File: config.mk
export PLATFORM = sky130hd
export DESIGN_NAME = fat_tree_neighbour_calc
export DESIGN_NICKNAME = d
export VERILOG_FILES = /design/src/hw/rtl/ftn_pkg.sv /design/src/hw/rtl/ftn_div.sv /design/src/hw/rtl/ftn_front.sv /design/src/hw/rtl/ftn_queue.sv /design/src/hw/rtl/ftn_back.sv /design/src/hw/rtl/fat_tree_neighbour_calc.sv
export SDC_FILE = /design/constraint.sdc
export NUM_CORES = 2
export LEC_CHECK = 0
export BUFFER_PORTS_ARGS = -buffer_cell sky130_fd_sc_hd__buf_2
export CAP_MARGIN = 20
export CELL_PAD_IN_SITES_DETAIL_PLACEMENT = 1
export CELL_PAD_IN_SITES_GLOBAL_PLACEMENT = 1
export CORE_MARGIN = 1
export CORE_UTILIZATION = 47
export CTS_CLUSTER_DIAMETER = 120
export DETAILED_ROUTE_END_ITERATION = 6
export MAX_ROUTING_LAYER = met4
export PLACE_DENSITY = 0.88
export SLEW_MARGIN = 20
export SYNTH_ARGS = -nofsm -noshare
export SYNTH_HDL_FRONTEND = slang
export SYNTH_HIERARCHICAL = 1
export SYNTH_SLANG_ARGS = --single-unit
File: constraint.sdc
create_clock -name clk -period 9.7 [get_ports clk]
set_clock_uncertainty 0.05 [all_clocks]
set_input_delay 1.94 -clock clk [delete_from_list [all_inputs] [get_ports clk]]
set_output_delay 1.94 -clock clk [all_outputs]
set_load 0.01 [all_outputs]
File: src/hw/rtl/ftn_pkg.sv
// ----------------------------------------------------------------------------
// ftn_pkg
// Shared widths, register indices and transfer structures of the fat tree
// neighbour calculator.
// ----------------------------------------------------------------------------
package ftn_pkg;

	localparam int NODE_W  = 21;
	localparam int SID_W   = 20;
	localparam int FAN_W   = 5;
	localparam int ID_W    = 24;
	localparam int NB_W    = 26;
	localparam int PIDX_W  = 4;
	localparam int PORT_W  = 5;
	localparam int LVL_W   = 20;
	localparam int CNT5_W  = 5;
	localparam int ADDR_W  = 4;
	localparam int DATA_W  = 32;

	localparam int DEF_MAX_FANOUT = 16;

	localparam logic [NODE_W-1:0] NUM_NODES_RST    = NODE_W'(16);
	localparam logic [FAN_W-1:0]  FANOUT_RST       = FAN_W'(2);
	localparam logic [FAN_W-1:0]  FANOUT_MIN       = FAN_W'(2);
	localparam logic [ID_W-1:0]   SWITCH_START_RST = '0;
	localparam logic [ID_W-1:0]   NIC_START_RST    = '0;

	typedef enum logic [1:0] {
		REG_NUM_NODES    = 2'd0,
		REG_FANOUT       = 2'd1,
		REG_SWITCH_START = 2'd2,
		REG_NIC_START    = 2'd3
	} reg_idx_t;

	typedef struct packed {
		logic [NODE_W-1:0] num_nodes;
		logic [FAN_W-1:0]  fanout;
		logic [ID_W-1:0]   switch_start;
		logic [ID_W-1:0]   nic_start;
	} cfg_t;

	typedef struct packed {
		logic              start;
		logic [NODE_W-1:0] dividend;
		logic [NODE_W-1:0] divisor;
	} div_req_t;

	typedef struct packed {
		logic              done;
		logic [NODE_W-1:0] quo;
		logic [NODE_W-1:0] rem;
	} div_rsp_t;

	typedef struct packed {
		logic [FAN_W-1:0]  f;
		logic              valid;
		logic              top;
		logic [NB_W-1:0]   base_dn;
		logic [NB_W-1:0]   step_dn;
		logic [NB_W-1:0]   base_up;
		logic [NB_W-1:0]   step_up;
		logic [NODE_W-1:0] rs;
		logic [NODE_W-1:0] re;
		logic [PIDX_W-1:0] up;
		logic [PIDX_W-1:0] dn;
	} desc_t;

	typedef struct packed {
		logic              strobe;
		logic [PORT_W-1:0] port;
		logic [NB_W-1:0]   neighbour;
		logic              has_neighbour;
		logic [NODE_W-1:0] range_start;
		logic [NODE_W-1:0] range_end;
		logic [PIDX_W-1:0] up_port;
		logic [PIDX_W-1:0] down_port;
		logic              last;
	} res_t;

endpackage

File: src/hw/rtl/ftn_div.sv
// ----------------------------------------------------------------------------
// ftn_div
// Restoring divider, one quotient bit per cycle, shared by the front end.
// ----------------------------------------------------------------------------
module ftn_div (
	input  logic              clk,
	input  logic              arst_n,
	input  ftn_pkg::div_req_t req,
	output ftn_pkg::div_rsp_t rsp
);
	import ftn_pkg::*;

	localparam int CW = $clog2(NODE_W + 1);

	logic [CW-1:0]     cnt_q;
	logic              run_q;
	logic [NODE_W-1:0] quo_q;
	logic [NODE_W:0]   rem_q;
	logic [NODE_W-1:0] div_q;
	logic [NODE_W:0]   rem_sh;
	logic              ge;
	logic              done_q;

	assign rem_sh = {rem_q[NODE_W-1:0], quo_q[NODE_W-1]};
	assign ge     = rem_sh >= {1'b0, div_q};

	always_ff @(posedge clk or negedge arst_n) begin
		if (!arst_n) begin
			run_q <= 1'b0;
			cnt_q <= '0;
		end else if (req.start) begin
			run_q <= 1'b1;
			cnt_q <= CW'(NODE_W);
		end else if (run_q) begin
			cnt_q <= cnt_q - 1'b1;
			if (cnt_q == CW'(1)) begin
				run_q <= 1'b0;
			end
		end
	end

	always_ff @(posedge clk) begin
		if (req.start) begin
			quo_q <= req.dividend;
			rem_q <= '0;
			div_q <= req.divisor;
		end else if (run_q) begin
			quo_q <= {quo_q[NODE_W-2:0], ge};
			rem_q <= ge ? (rem_sh - {1'b0, div_q}) : rem_sh;
		end
	end

	// The result is complete once the count has run out; done marks that cycle.
	always_ff @(posedge clk or negedge arst_n) begin
		if (!arst_n) begin
			done_q <= 1'b0;
		end else begin
			done_q <= run_q && (cnt_q == CW'(1));
		end
	end

	assign rsp.done = done_q;
	assign rsp.quo  = quo_q;
	assign rsp.rem  = rem_q[NODE_W-1:0];

endmodule

File: src/hw/rtl/ftn_front.sv
// ----------------------------------------------------------------------------
// ftn_front
// Accepts a switch number and works out its level, position, node range and
// neighbour bases with a sequencer around the shared divider.
// ----------------------------------------------------------------------------
module ftn_front #(
	parameter int MAX_FANOUT = ftn_pkg::DEF_MAX_FANOUT
) (
	input  logic                      clk,
	input  logic                      arst_n,
	input  ftn_pkg::cfg_t             cfg,
	input  logic                      start,
	input  logic [ftn_pkg::SID_W-1:0] switch_id,
	output logic                      busy,
	output ftn_pkg::desc_t            desc,
	output logic                      push,
	input  logic                      q_full
);
	import ftn_pkg::*;

	typedef enum logic [15:0] {
		S_IDLE  = 16'h0001,
		S_DLSW  = 16'h0002,
		S_WLSW  = 16'h0004,
		S_DLVL  = 16'h0008,
		S_WLVL  = 16'h0010,
		S_POW   = 16'h0020,
		S_DDIM  = 16'h0040,
		S_WDIM  = 16'h0080,
		S_DUP   = 16'h0100,
		S_WUP   = 16'h0200,
		S_DDN   = 16'h0400,
		S_WDN   = 16'h0800,
		S_MUL1  = 16'h1000,
		S_MUL2  = 16'h2000,
		S_BUILD = 16'h4000,
		S_PUSH  = 16'h8000
	} state_t;

	state_t            state_q;
	div_req_t          dreq;
	div_rsp_t          drsp;
	logic              ddone;

	logic [FAN_W-1:0]  f_q;
	logic [SID_W-1:0]  sid_q;
	logic [NODE_W-1:0] lsw_q;
	logic [LVL_W-1:0]  level_q;
	logic [NODE_W-1:0] cur_q;
	logic [NB_W-1:0]   p_q;
	logic [CNT5_W-1:0] k_q;
	logic [CNT5_W-1:0] nl_q;
	logic [NODE_W-1:0] d_q;
	logic [NODE_W-1:0] sub_q;
	logic              valid_q;
	logic              top_q;
	logic [NODE_W-1:0] dim_q;
	logic [NODE_W-1:0] off_q;
	logic [PIDX_W-1:0] up_q;
	logic [PIDX_W-1:0] dn_q;
	logic [NB_W-1:0]   prod_a_q;
	logic [NB_W-1:0]   prod_b_q;
	logic [NB_W-1:0]   prod_c_q;
	logic [NB_W-1:0]   prod_d_q;
	logic [NB_W-1:0]   prod_e_q;
	desc_t             desc_q;

	logic [FAN_W-1:0]  f_sat;
	logic              pow_go;
	logic [NODE_W-1:0] lvl_p1;
	logic              valid_n;
	logic              top_n;

	always_comb begin
		if (cfg.fanout < FANOUT_MIN) begin
			f_sat = FANOUT_MIN;
		end else if (32'(cfg.fanout) > MAX_FANOUT) begin
			f_sat = FAN_W'(MAX_FANOUT);
		end else begin
			f_sat = cfg.fanout;
		end
	end

	assign pow_go  = p_q <= NB_W'(cfg.num_nodes);
	assign lvl_p1  = NODE_W'(level_q) + NODE_W'(1);
	assign valid_n = lvl_p1 < NODE_W'(nl_q);
	assign top_n   = (lvl_p1 + NODE_W'(1)) == NODE_W'(nl_q);

	always_comb begin
		dreq.start    = 1'b0;
		dreq.dividend = '0;
		dreq.divisor  = NODE_W'(1);
		case (state_q)
			S_DLSW: begin
				dreq.start    = 1'b1;
				dreq.dividend = cfg.num_nodes;
				dreq.divisor  = NODE_W'(f_q);
			end
			S_DLVL: begin
				dreq.start    = 1'b1;
				dreq.dividend = NODE_W'(sid_q);
				dreq.divisor  = lsw_q;
			end
			S_DDIM: begin
				dreq.start    = 1'b1;
				dreq.dividend = cur_q;
				dreq.divisor  = d_q;
			end
			S_DUP: begin
				dreq.start    = 1'b1;
				dreq.dividend = dim_q;
				dreq.divisor  = NODE_W'(f_q);
			end
			S_DDN: begin
				dreq.start    = 1'b1;
				dreq.dividend = off_q;
				dreq.divisor  = sub_q;
			end
			default: begin
				dreq.start = 1'b0;
			end
		endcase
	end

	ftn_div u_div (
		.clk    (clk),
		.arst_n (arst_n),
		.req    (dreq),
		.rsp    (drsp)
	);

	assign ddone = drsp.done;

	always_ff @(posedge clk or negedge arst_n) begin
		if (!arst_n) begin
			state_q <= S_IDLE;
		end else begin
			case (state_q)
				S_IDLE:  if (start) state_q <= S_DLSW;
				S_DLSW:  state_q <= S_WLSW;
				S_WLSW:  if (ddone) state_q <= S_DLVL;
				S_DLVL:  state_q <= S_WLVL;
				S_WLVL:  if (ddone) state_q <= S_POW;
				S_POW:   if (!pow_go) state_q <= valid_n ? S_DDIM : S_BUILD;
				S_DDIM:  state_q <= S_WDIM;
				S_WDIM:  if (ddone) state_q <= S_DUP;
				S_DUP:   state_q <= S_WUP;
				S_WUP:   if (ddone) state_q <= (level_q != '0) ? S_DDN : S_MUL1;
				S_DDN:   state_q <= S_WDN;
				S_WDN:   if (ddone) state_q <= S_MUL1;
				S_MUL1:  state_q <= S_MUL2;
				S_MUL2:  state_q <= S_BUILD;
				S_BUILD: state_q <= S_PUSH;
				S_PUSH:  if (!q_full) state_q <= S_IDLE;
				default: state_q <= S_IDLE;
			endcase
		end
	end

	always_ff @(posedge clk) begin
		case (state_q)
			S_IDLE: begin
				sid_q <= switch_id;
				f_q   <= f_sat;
			end
			S_WLSW: begin
				lsw_q <= (drsp.quo == '0) ? NODE_W'(1) : drsp.quo;
			end
			S_WLVL: begin
				level_q <= drsp.quo[LVL_W-1:0];
				cur_q   <= drsp.rem;
				p_q     <= NB_W'(1);
				k_q     <= '0;
				nl_q    <= '0;
			end
			S_POW: begin
				if (LVL_W'(k_q) == level_q) d_q <= p_q[NODE_W-1:0];
				if (LVL_W'(k_q) + LVL_W'(1) == level_q) sub_q <= p_q[NODE_W-1:0];
				if (pow_go) begin
					p_q  <= NB_W'(p_q * f_q);
					k_q  <= k_q + 1'b1;
					nl_q <= nl_q + 1'b1;
				end else begin
					valid_q <= valid_n;
					top_q   <= top_n;
				end
			end
			S_WDIM: begin
				dim_q <= drsp.quo;
				off_q <= drsp.rem;
			end
			S_WUP: begin
				up_q <= drsp.rem[PIDX_W-1:0];
				dn_q <= '0;
			end
			S_WDN: begin
				dn_q <= drsp.quo[PIDX_W-1:0];
			end
			S_MUL1: begin
				prod_a_q <= NB_W'(level_q) * NB_W'(lsw_q);
				prod_b_q <= NB_W'(cur_q - off_q) * NB_W'(f_q);
			end
			S_MUL2: begin
				prod_c_q <= NB_W'(up_q * d_q);
				prod_d_q <= NB_W'(dn_q * sub_q);
				prod_e_q <= NB_W'(d_q * f_q);
			end
			S_BUILD: begin
				desc_q.f     <= f_q;
				desc_q.valid <= valid_q;
				desc_q.top   <= top_q;
				if (valid_q) begin
					desc_q.rs <= prod_b_q[NODE_W-1:0];
					desc_q.re <= NODE_W'(prod_b_q + prod_e_q);
					desc_q.up <= up_q;
					desc_q.dn <= dn_q;
					if (level_q == '0) begin
						desc_q.base_dn <= prod_b_q + NB_W'(cfg.nic_start);
						desc_q.step_dn <= NB_W'(1);
					end else begin
						desc_q.base_dn <= NB_W'(cfg.switch_start) + prod_a_q
							- NB_W'(lsw_q) + NB_W'(cur_q) - prod_d_q;
						desc_q.step_dn <= NB_W'(sub_q);
					end
					desc_q.base_up <= NB_W'(cfg.switch_start) + prod_a_q
						+ NB_W'(lsw_q) + NB_W'(cur_q) - prod_c_q;
					desc_q.step_up <= NB_W'(d_q);
				end else begin
					desc_q.rs      <= '0;
					desc_q.re      <= '0;
					desc_q.up      <= '0;
					desc_q.dn      <= '0;
					desc_q.base_dn <= '0;
					desc_q.step_dn <= '0;
					desc_q.base_up <= '0;
					desc_q.step_up <= '0;
				end
			end
			default: begin
			end
		endcase
	end

	assign busy = state_q != S_IDLE;
	assign push = (state_q == S_PUSH) && !q_full;
	assign desc = desc_q;

endmodule

File: src/hw/rtl/ftn_queue.sv
// ----------------------------------------------------------------------------
// ftn_queue
// Two-entry queue of switch descriptors between the front and back ends.
// ----------------------------------------------------------------------------
module ftn_queue (
	input  logic           clk,
	input  logic           arst_n,
	input  logic           push,
	input  ftn_pkg::desc_t wdata,
	input  logic           pop,
	output ftn_pkg::desc_t rdata,
	output logic           full,
	output logic           empty
);
	import ftn_pkg::*;

	desc_t      mem_q [2];
	logic       wr_q;
	logic       rd_q;
	logic [1:0] cnt_q;

	always_ff @(posedge clk or negedge arst_n) begin
		if (!arst_n) begin
			wr_q  <= 1'b0;
			rd_q  <= 1'b0;
			cnt_q <= '0;
		end else begin
			if (push) wr_q <= !wr_q;
			if (pop) rd_q <= !rd_q;
			cnt_q <= cnt_q + {1'b0, push} - {1'b0, pop};
		end
	end

	always_ff @(posedge clk) begin
		if (push) mem_q[wr_q] <= wdata;
	end

	assign rdata = mem_q[rd_q];
	assign full  = cnt_q == 2'd2;
	assign empty = cnt_q == 2'd0;

endmodule

File: src/hw/rtl/ftn_back.sv
// ----------------------------------------------------------------------------
// ftn_back
// Walks the ports of one switch descriptor, one result per cycle.
// ----------------------------------------------------------------------------
module ftn_back #(
	parameter int MAX_FANOUT = ftn_pkg::DEF_MAX_FANOUT
) (
	input  logic           clk,
	input  logic           arst_n,
	input  ftn_pkg::desc_t qdesc,
	input  logic           q_empty,
	output logic           pop,
	output ftn_pkg::res_t  res
);
	import ftn_pkg::*;

	localparam int CNT_W = $clog2(2 * MAX_FANOUT);

	logic            act_q;
	logic [CNT_W-1:0] i_q;
	desc_t           dsc_q;
	logic [NB_W-1:0] nbd_q;
	logic [NB_W-1:0] nbu_q;
	logic            down;
	logic            last;
	logic [FAN_W:0]  nports;

	assign nports = {dsc_q.f, 1'b0} - (FAN_W+1)'(1);
	assign down   = i_q < CNT_W'(dsc_q.f);
	assign last   = i_q == CNT_W'(nports);
	assign pop    = !q_empty && (!act_q || last);

	always_ff @(posedge clk or negedge arst_n) begin
		if (!arst_n) begin
			act_q <= 1'b0;
		end else if (pop) begin
			act_q <= 1'b1;
		end else if (last) begin
			act_q <= 1'b0;
		end
	end

	always_ff @(posedge clk) begin
		if (pop) begin
			dsc_q <= qdesc;
			i_q   <= '0;
			nbd_q <= qdesc.base_dn;
			nbu_q <= qdesc.base_up;
		end else if (act_q) begin
			i_q <= i_q + 1'b1;
			if (down) begin
				nbd_q <= nbd_q + dsc_q.step_dn;
			end else begin
				nbu_q <= nbu_q + dsc_q.step_up;
			end
		end
	end

	always_comb begin
		res.strobe        = act_q;
		res.port          = PORT_W'(i_q);
		res.has_neighbour = dsc_q.valid && (down || !dsc_q.top);
		res.neighbour     = res.has_neighbour ? (down ? nbd_q : nbu_q) : '0;
		res.range_start   = dsc_q.rs;
		res.range_end     = dsc_q.re;
		res.up_port       = dsc_q.up;
		res.down_port     = dsc_q.dn;
		res.last          = last;
	end

endmodule

File: src/hw/rtl/fat_tree_neighbour_calc.sv
// ----------------------------------------------------------------------------
// fat_tree_neighbour_calc
// Lists the port connectivity of one switch of a fanout-ary fat tree.
// ----------------------------------------------------------------------------
// Channel   Handshake                 Payload
// command   start / busy              switch_id
// result    strobe (one cycle)        port, neighbour, has_neighbour,
//                                     range_start, range_end, up_port,
//                                     down_port, last
// config    APB psel/penable/pwrite   paddr, pwdata, prdata
//
// The front end works out one switch at a time, with two to five passes of
// the shared divider and the level power loop.
// The back end then gives 2*fanout results on consecutive cycles.
// A two-entry queue lets the next command be worked while results stream out;
// when it is full the front end holds its descriptor and busy stays high.
// Reset clears all control state and sets the registers to their defaults.
// ----------------------------------------------------------------------------
module fat_tree_neighbour_calc #(
	parameter int MAX_FANOUT = ftn_pkg::DEF_MAX_FANOUT
) (
	input  logic                        clk,
	input  logic                        arst_n,
	input  logic                        start,
	output logic                        busy,
	input  logic [ftn_pkg::SID_W-1:0]   switch_id,
	output logic                        strobe,
	output logic [ftn_pkg::PORT_W-1:0]  port,
	output logic [ftn_pkg::NB_W-1:0]    neighbour,
	output logic                        has_neighbour,
	output logic [ftn_pkg::NODE_W-1:0]  range_start,
	output logic [ftn_pkg::NODE_W-1:0]  range_end,
	output logic [ftn_pkg::PIDX_W-1:0]  up_port,
	output logic [ftn_pkg::PIDX_W-1:0]  down_port,
	output logic                        last,
	input  logic                        psel,
	input  logic                        penable,
	input  logic                        pwrite,
	input  logic [ftn_pkg::ADDR_W-1:0]  paddr,
	input  logic [ftn_pkg::DATA_W-1:0]  pwdata,
	output logic [ftn_pkg::DATA_W-1:0]  prdata,
	output logic                        pready
);
	import ftn_pkg::*;

	cfg_t     cfg_q;
	reg_idx_t ridx;
	logic     wr_en;
	logic     front_busy;
	desc_t    f_desc;
	desc_t    q_desc;
	logic     push;
	logic     pop;
	logic     q_full;
	logic     q_empty;
	res_t     res;

	assign pready = 1'b1;
	assign ridx   = reg_idx_t'(paddr[3:2]);
	assign wr_en  = psel && penable && pwrite;

	always_ff @(posedge clk or negedge arst_n) begin
		if (!arst_n) begin
			cfg_q.num_nodes    <= NUM_NODES_RST;
			cfg_q.fanout       <= FANOUT_RST;
			cfg_q.switch_start <= SWITCH_START_RST;
			cfg_q.nic_start    <= NIC_START_RST;
		end else if (wr_en) begin
			case (ridx)
				REG_NUM_NODES:    cfg_q.num_nodes    <= pwdata[NODE_W-1:0];
				REG_FANOUT:       cfg_q.fanout       <= pwdata[FAN_W-1:0];
				REG_SWITCH_START: cfg_q.switch_start <= pwdata[ID_W-1:0];
				REG_NIC_START:    cfg_q.nic_start    <= pwdata[ID_W-1:0];
				default: begin
				end
			endcase
		end
	end

	always_comb begin
		case (ridx)
			REG_NUM_NODES:    prdata = DATA_W'(cfg_q.num_nodes);
			REG_FANOUT:       prdata = DATA_W'(cfg_q.fanout);
			REG_SWITCH_START: prdata = DATA_W'(cfg_q.switch_start);
			REG_NIC_START:    prdata = DATA_W'(cfg_q.nic_start);
			default:          prdata = '0;
		endcase
	end

	ftn_front #(.MAX_FANOUT(MAX_FANOUT)) u_front (
		.clk       (clk),
		.arst_n    (arst_n),
		.cfg       (cfg_q),
		.start     (start),
		.switch_id (switch_id),
		.busy      (front_busy),
		.desc      (f_desc),
		.push      (push),
		.q_full    (q_full)
	);

	ftn_queue u_queue (
		.clk    (clk),
		.arst_n (arst_n),
		.push   (push),
		.wdata  (f_desc),
		.pop    (pop),
		.rdata  (q_desc),
		.full   (q_full),
		.empty  (q_empty)
	);

	ftn_back #(.MAX_FANOUT(MAX_FANOUT)) u_back (
		.clk     (clk),
		.arst_n  (arst_n),
		.qdesc   (q_desc),
		.q_empty (q_empty),
		.pop     (pop),
		.res     (res)
	);

	assign busy          = front_busy;
	assign strobe        = res.strobe;
	assign port          = res.port;
	assign neighbour     = res.neighbour;
	assign has_neighbour = res.has_neighbour;
	assign range_start   = res.range_start;
	assign range_end     = res.range_end;
	assign up_port       = res.up_port;
	assign down_port     = res.down_port;
	assign last          = res.last;

endmodule

# ---- Word level (Yosys, flattened, before mapping)
# Memory sizes are Yosys's and may differ from the RTL's.
# Cells that the tools add are included.
dict set report op_classes {
  magnitude_cmp 6
  bitwise_logic 2
  eq_ne 36
  multipliers 6
  n_mux 43
  n_reduce_logical 39
  addsub 23
}
# operator count
set ops {}
lappend ops {{16-bit case mux with 16 select lines} 1}
lappend ops {{26-bit 2-to-1 mux} 9}
lappend ops {{42-bit case mux with 5 select lines} 1}
lappend ops {{16-bit 2-to-1 mux} 8}
lappend ops {{32-bit case mux with 4 select lines} 1}
lappend ops {{26-bit by 21-bit adder with 26-bit output} 3}
lappend ops {{21-bit 2-to-1 mux} 3}
lappend ops {{26-bit adder} 2}
lappend ops {{26-bit by 5-bit multiplier with 26-bit output} 2}
lappend ops {{52-bit 2-to-1 mux} 1}
lappend ops {{26-bit case mux with 2 select lines} 1}
lappend ops {{26-bit by 25-bit subtractor with 26-bit output} 2}
lappend ops {{4-bit by 21-bit multiplier with 25-bit output} 2}
lappend ops {{24-bit by 26-bit adder with 26-bit output} 1}
lappend ops {{26-bit by 24-bit adder with 26-bit output} 1}
lappend ops {{26-bit by 21-bit <= comparator with 1-bit output} 1}
lappend ops {{20-bit by 21-bit multiplier with 26-bit output} 1}
lappend ops {{26-bit by 21-bit subtractor with 26-bit output} 1}
lappend ops {{5-bit 2-to-1 mux} 5}
lappend ops {{22-bit by 21-bit greater-or-equal comparator with 1-bit output} 1}
lappend ops {{21-bit by 21-bit subtractor with 22-bit output} 1}
lappend ops {{20-bit by 1-bit adder with 21-bit output, second input constant} 1}
lappend ops {{21-bit by 1-bit adder with 21-bit output, second input constant} 1}
lappend ops {{21-bit adder} 1}
lappend ops {{other kinds (55)} 104}
dict set report word_totals {
  ram_bits 322
  inputBits 62
  ff_bits 832
  memories 1
  word_cells 218
  out_inout_bits 118
}
# memory words word_bits rd rd_clocked_by_memory_dff write_ports line
set mem_list {}
lappend mem_list {u_queue.mem_q 2 161 1 0 1 ftn_queue.sv:17} ;# desc_t mem_q [2];

# ---- Depth between registers and ports, before layout
dict set report depth {
  ltp_word 6
  mapped_depth 29
  mapped_depth_nobuf 29
}

# ---- Cells and area by module
# Netlist, hierarchy kept.
# mod n_inst cells_per_inst seq_area_each_um2 area_each_um2
set by_module_without_submodules {}
lappend by_module_without_submodules {ftn_front 1 5307 15145.8 51992.4}
lappend by_module_without_submodules {ftn_queue 1 516 9769.4 12131.6}
lappend by_module_without_submodules {ftn_back 1 822 4959.8 9322.7}
lappend by_module_without_submodules {ftn_div 1 371 1856.8 3917.5}
lappend by_module_without_submodules {fat_tree_neighbour_calc 1 225 1854.3 3488.3}

# ---- Least setup slack after synthesis
# No wires, ideal clock.
dict set report synth_path {
  path_kind {register -> register}
  start {register u_front.state_q[5]}
  end {memory u_queue/mem_q[0][0] (netlist name), enable pin}
  path_stages_with_launch 7
  required_ns 8.947
  n_path_buf 0
  path_slack_ns 0.419
  arrival_time_ns 8.528
  setup_ns 0.703
  period_less_slack_ns 9.281
  cell_sequence {dfrtp_1 nor4_1 nand3_1 nor2_1 nand3_1 nor2_1 nor2b_1}
}
dict set report synth_between {
  elab_chain_len 4
}
# item line
set synth_lines {}
lappend synth_lines {{from (decl)} ftn_front.sv:40} ;# state_t state_q;
lappend synth_lines {{from (signal assigned)} ftn_front.sv:144} ;# S_POW: if (!pow_go) state_q <= valid_n ? S_DDIM : S_BUILD;
lappend synth_lines {{from (signal assigned)} ftn_front.sv:148} ;# S_WUP: if (ddone) state_q <= (level_q != '0) ? S_DDN : S_MUL1;
lappend synth_lines {{16-bit equality test} ftn_front.sv:245} ;# assign push = (state_q == S_PUSH) && !q_full;
lappend synth_lines {{1-bit logical AND} ftn_front.sv:245}
lappend synth_lines {{via push} fat_tree_neighbour_calc.sv:52} ;# logic push;
lappend synth_lines {{1-bit 2-to-1 mux} ftn_queue.sv:35} ;# if (push) mem_q[wr_q] <= wdata;
lappend synth_lines {{1-bit 2-to-1 mux (implied by the code)} ftn_queue.sv:35}
lappend synth_lines {{to (decl)} ftn_queue.sv:17}
# The timed path passes the listed nets, and every way through them passes these cells.

# ---- Worst setup path after layout
dict set report layout_path {
  start {register u_front.lsw_q[7]}
  end {register u_front.prod_a_q[24] (data pin)}
}
dict set report layout_between {
  elab_chain_len 1
}
# item line
set layout_lines {}
lappend layout_lines {{from (decl)} ftn_front.sv:47} ;# logic [NODE_W-1:0] lsw_q;
lappend layout_lines {{from (signal assigned)} ftn_front.sv:167} ;# lsw_q <= (drsp.quo == '0) ? NODE_W'(1) : drsp.quo;
lappend layout_lines {{20-bit by 21-bit multiplier with 26-bit output} ftn_front.sv:200} ;# prod_a_q <= NB_W'(level_q) * NB_W'(lsw_q);
lappend layout_lines {{to (signal assigned)} ftn_front.sv:200}
lappend layout_lines {{to (decl)} ftn_front.sv:61} ;# logic [NB_W-1:0] prod_a_q;
# No other way between the ends.
# A chain may end at the register's enable or synchronous reset.

==> results.md <==
- The run finished, with violations left.
- The final reports fail on DRC.
- The relative max-transition margin is 0.175.
- The average size of a mapped cell is 11.2 sq um.
- The floorplan step set the die width to 417 um.
- The arrival time of data at the critical path endpoint is 8.46 ns.
- In this run the remaining antenna-violating nets after routing total 0.
- Hold repair after CTS inserted 0 buffers.
- The library cell used as clock root buffer is sky130_fd_sc_hd__clkbuf_16.
- Of the total synthesized cell area, the portion taken by full adders, half adders and majority gates is 0.220.
- Counting every instance in the synthesized netlist gives 7241.
- The wire length of the first global-routing pass is 401000 um.
- Across all layers, the routed design uses 58200 vias.
- The reg-to-reg critical path endpoint is u_front/prod_a_q[24].
- The cell area power density is 392 nW/um^2.
- The H-tree depth reported by CTS is 3.
- The async set-or-reset flop fraction in the synthesized netlist is 0.0892.
- The number of DRC markers in iteration 0 is 6145.
- The CTS buffer count is 121.
- The number of cells on the worst reg-to-reg path is 23.
- In the final routed layout, each cell accounts on average for 28.2 um.
- Of the total synthesized cell area, the portion taken by AND, OR, NAND and NOR gates is 0.125.
- The count of unresolved DRC violations after routing is 2.
- For this run, the total global-route usage over all layers was measured as 0.319.
- By area, the combinational part of the netlist is dominated by adder cells.
- The starting density of the core is 0.475.
- The area growth from synthesis to layout is 8.19%.
- The worst hold path was traced through 0 stages.
- The count of input and output buffers is 160.
- Synthesis inferred 1144 register bits.
- The analysis attributes to cell leakage a power of 37.2 nW.
- The shortest clock period the worst path allows after layout is 8.00 ns.
- Summing every instance area after synthesis gives 80900 sq um.
- Setup repair after global routing left no endpoint under its margin.
- The floorplan step defined a die boundary enclosing 174000 sq um.
- The sequential element share of the synthesized area is 0.415.
- The worst hold path terminates at u_queue/mem_q[0][98].
- The largest driver fanout on the critical path is 20.
- The final global-route overflow total is 0.
- The type of origin of the critical path is a register.
- The wire-length estimate of the detail-placed layout is 203000 um.
- The top-level port count is 180.
- After filler insertion, the fill cell instance count of the layout stands at 18000.
- Yosys printed 6 warnings.
- In this run the critical register-to-register path is launched from u_front/lsw_q[7].
- Counting flops with a built-in enable in the synthesized netlist gives 1016.
- The area inside the core boundary is 170000 sq um.
- The number of distinct library cells after synthesis is 103.
- The longest clock path from root to sink contains 3 buffers.
- The initial antenna violation count is 21.
- Wire segments on met2 add up to 128000 um in the final route.
- The clock latency of the later-clocked register in the worst-skew pair is 0.79 ns.
- For this block, the routed nets add up to 271000 um of wire.
- The first-pass iteration count of the detailed router is 7.
- The class of the tightest hold or removal check is reg2reg.
- The number of nets in the finished design is 8391.
- The worst hold path begins at u_front/desc[98].
- The maximum frequency from static timing analysis is 125 MHz.
- The count of maximum capacitance violations is 0.
- Setup violations remaining at the end of the flow were counted as 0.
- The number of gates given a new drive strength after cts is 0.
- The share of cell area taken by muxes after synthesis is 0.0478.
- The compound-gate portion of the synthesized area is 0.0846.
- The floorplan has 151 rows.
- The maximum number of pins on one net before global-route repair is 175.
- The commonest register cell after synthesis is sky130_fd_sc_hd__edfxtp_1.
- The routed design uses 22200 um of met3 wire.
- The start-to-end type of the worst setup path is reg2reg.
- Dividing the detail-routed via count by the number of cells gives 6.06.
- After clock tree synthesis, the setup repair step added 0 buffers.
- The share of the core filled with cells is 0.514.
- The parity-gate share of the synthesized area counting xor and xnor cells is 0.0426.
- The CTS tree is built.
- The max-slew violation total from the final report was 0.
- For this block, wires on met1 add up to 98500 um.
- After routing, the total negative slack on setup checks comes to 0 ns.
- The number of hold violations in the final report is 0.
- Dividing the final minimum period by the clock period gives 0.825.
- In this run the register-to-register setup slack is 1.70 ns.
- In the final layout, the share of cells above drive strength 1 is 0.105.
- The via count of the first global-routing pass was 63100.
- The capturing element type of the critical path is a register.
- The pin slew with the least headroom to its limit is 1.23 ns.
- The required time at the endpoint of the critical path is 10.16 ns.
- The clock-pin slew reported for the worst setup and hold paths after clock tree synthesis is 0.07 ns.
- The TritonCTS sink count is 1144.
- The congestion estimate from routability-driven global placement came to 1.05.
- Measured along the y axis, the die boundary spans 417 um.
- IR analysis of the VDD net gives a maximum drop of 0.881 mV.
- The top routing layer in use is met4.
-- layout make-up --
| cell class | instances | area (sq um) | area share |
|---|---|---|---|
| Timing Repair Buffer | 238 | 1450 | 0.0165 |
| Multi-Input combinational cell | 4844 | 42200 | 0.482 |
| Antenna cell | 12 | 30.0 | 0.000343 |
| Clock buffer | 153 | 3220 | 0.0368 |
| Clock inverter | 76 | 796 | 0.00910 |
| Inverter | 909 | 3420 | 0.0391 |
| Sequential cell | 1144 | 33600 | 0.384 |
| Tap cell | 2218 | 2780 | 0.0317 |
-- registers in the layout, indices dropped and copies added, names as in the netlist, 25 cells and up --
name / count
u_front/prod_a_q: 26
u_queue/mem_q: 322
u_front/p_q: 26
u_back/dsc_q: 59
u_front/desc: 151
u_front/prod_b_q: 26
cfg_q: 74
u_back/nbu_q: 26
u_front/prod_d_q: 25
u_back/nbd_q: 26
u_front/prod_c_q: 25
u_back/res: 50
-- where the power goes --
group,switching (W),internal (W)
registers,0.000852,0.00688
clock network,0.00210,0.00264
logic,0.0128,0.00897
-- layer usage --
metal	track usage	vias to the layer above
met1	0.370	29700
met4	0.217	0
li1	-	24600
met2	0.511	2910
met5	-	-
met3	0.0529	925
-- critical path, cell delays in order, from the launching register on --
cell	delay [ns]
sky130_fd_sc_hd__edfxtp_1	1.01
sky130_fd_sc_hd__inv_1	0.52
sky130_fd_sc_hd__nor2_1	0.39
sky130_fd_sc_hd__fa_1	0.44
sky130_fd_sc_hd__inv_1	0.08
sky130_fd_sc_hd__fa_1	0.43
sky130_fd_sc_hd__fa_1	0.50
sky130_fd_sc_hd__fa_1	0.57
sky130_fd_sc_hd__inv_1	0.05
sky130_fd_sc_hd__fa_1	0.45
sky130_fd_sc_hd__fa_1	0.49
sky130_fd_sc_hd__inv_1	0.05
sky130_fd_sc_hd__fa_1	0.48
sky130_fd_sc_hd__inv_1	0.04
sky130_fd_sc_hd__ha_1	0.31
sky130_fd_sc_hd__nor2b_1	0.18
sky130_fd_sc_hd__nor2_1	0.23
sky130_fd_sc_hd__nand2_1	0.10
sky130_fd_sc_hd__o21ai_0	0.29
sky130_fd_sc_hd__o21ai_0	0.21
sky130_fd_sc_hd__o41a_1	0.38
sky130_fd_sc_hd__a21o_1	0.19
sky130_fd_sc_hd__a21oi_1	0.17
sky130_fd_sc_hd__xnor2_1	0.11
-- cells in the mapped netlist, drive strengths merged, types with 28 or more instances --
cell / n / area, sq um
nand4: 36 / 240
fa: 583 / 11700
nand2: 702 / 2640
dfrtp: 99 / 2480
a21o: 101 / 758
o21ai: 212 / 1060
nand3b: 35 / 263
xor2: 135 / 1180
nor4: 28 / 175
nand3: 89 / 445
nand2b: 55 / 352
a21boi: 34 / 255
mux2: 278 / 3510
a21oi: 281 / 1430
o21bai: 35 / 263
nor3: 91 / 455
a211oi: 48 / 370
edfxtp: 1016 / 30500
nor2: 307 / 1160
ha: 488 / 6110
clkbuf: 228 / 856
buf: 132 / 961
and3: 66 / 413
and2: 465 / 2910
o21a: 44 / 330
inv: 908 / 3410
xnor2: 256 / 2240
a222oi: 42 / 420
a31oi: 34 / 228
nor2b: 58 / 363
-- placed cells by master, fill, tap and decap left out, drive strengths merged, types with 99 or more instances in the layout --
cell	netlist	final
a21o	101	101
a21oi	281	281
and2	465	465
buf	132	238
clkbuf	228	153
dfrtp	99	99
edfxtp	1016	1016
fa	583	583
ha	488	488
inv	908	918
mux2	278	278
nand2	702	702
nor2	307	307
o21ai	212	212
xnor2	256	256
xor2	135	135
-- kinds of logic after synthesis --
kind of cell / after synthesis
XOR/XNOR: 392
buffers and inverters: 1269
flip-flops: 1144
adder cells (fa/ha/maj): 1071
AND/OR/NAND/NOR: 2023
other: 3
AO/OA/AOI/OAI: 1031
multiplexers: 308
-- per-stage QoR --
step                      worst slack [ns]  hold WS, ns  std cells  area [sq um]  power, W
after floorplan                      0.419        0.350       7257         80900    0.0229
final                                 1.70        0.374       9594         87500    0.0343
after CTS                             1.81        0.373       9580         87400    0.0342
after global routing                  1.43        0.385       9589         87500    0.0366
after detailed placement              1.80        0.380       9351         83400    0.0290
after global placement                2.03        0.372       9351         83400    0.0274
-- how the worst max path moves through the flow --
stage	end	start
2_1_floorplan	u_queue/mem_q[0][0]	u_front/state_q[5]
3_3_place_gp	u_front/prod_a_q[25]	u_front/lsw_q[8]
3_5_place_dp	u_front/prod_a_q[25]	u_front/lsw_q[8]
4_1_cts	u_front/prod_a_q[25]	u_front/lsw_q[8]
5_1_grt	u_front/prod_a_q[24]	u_front/lsw_q[7]
6_report	u_front/prod_a_q[24]	u_front/lsw_q[7]
(Power assumes the default switching activity.)
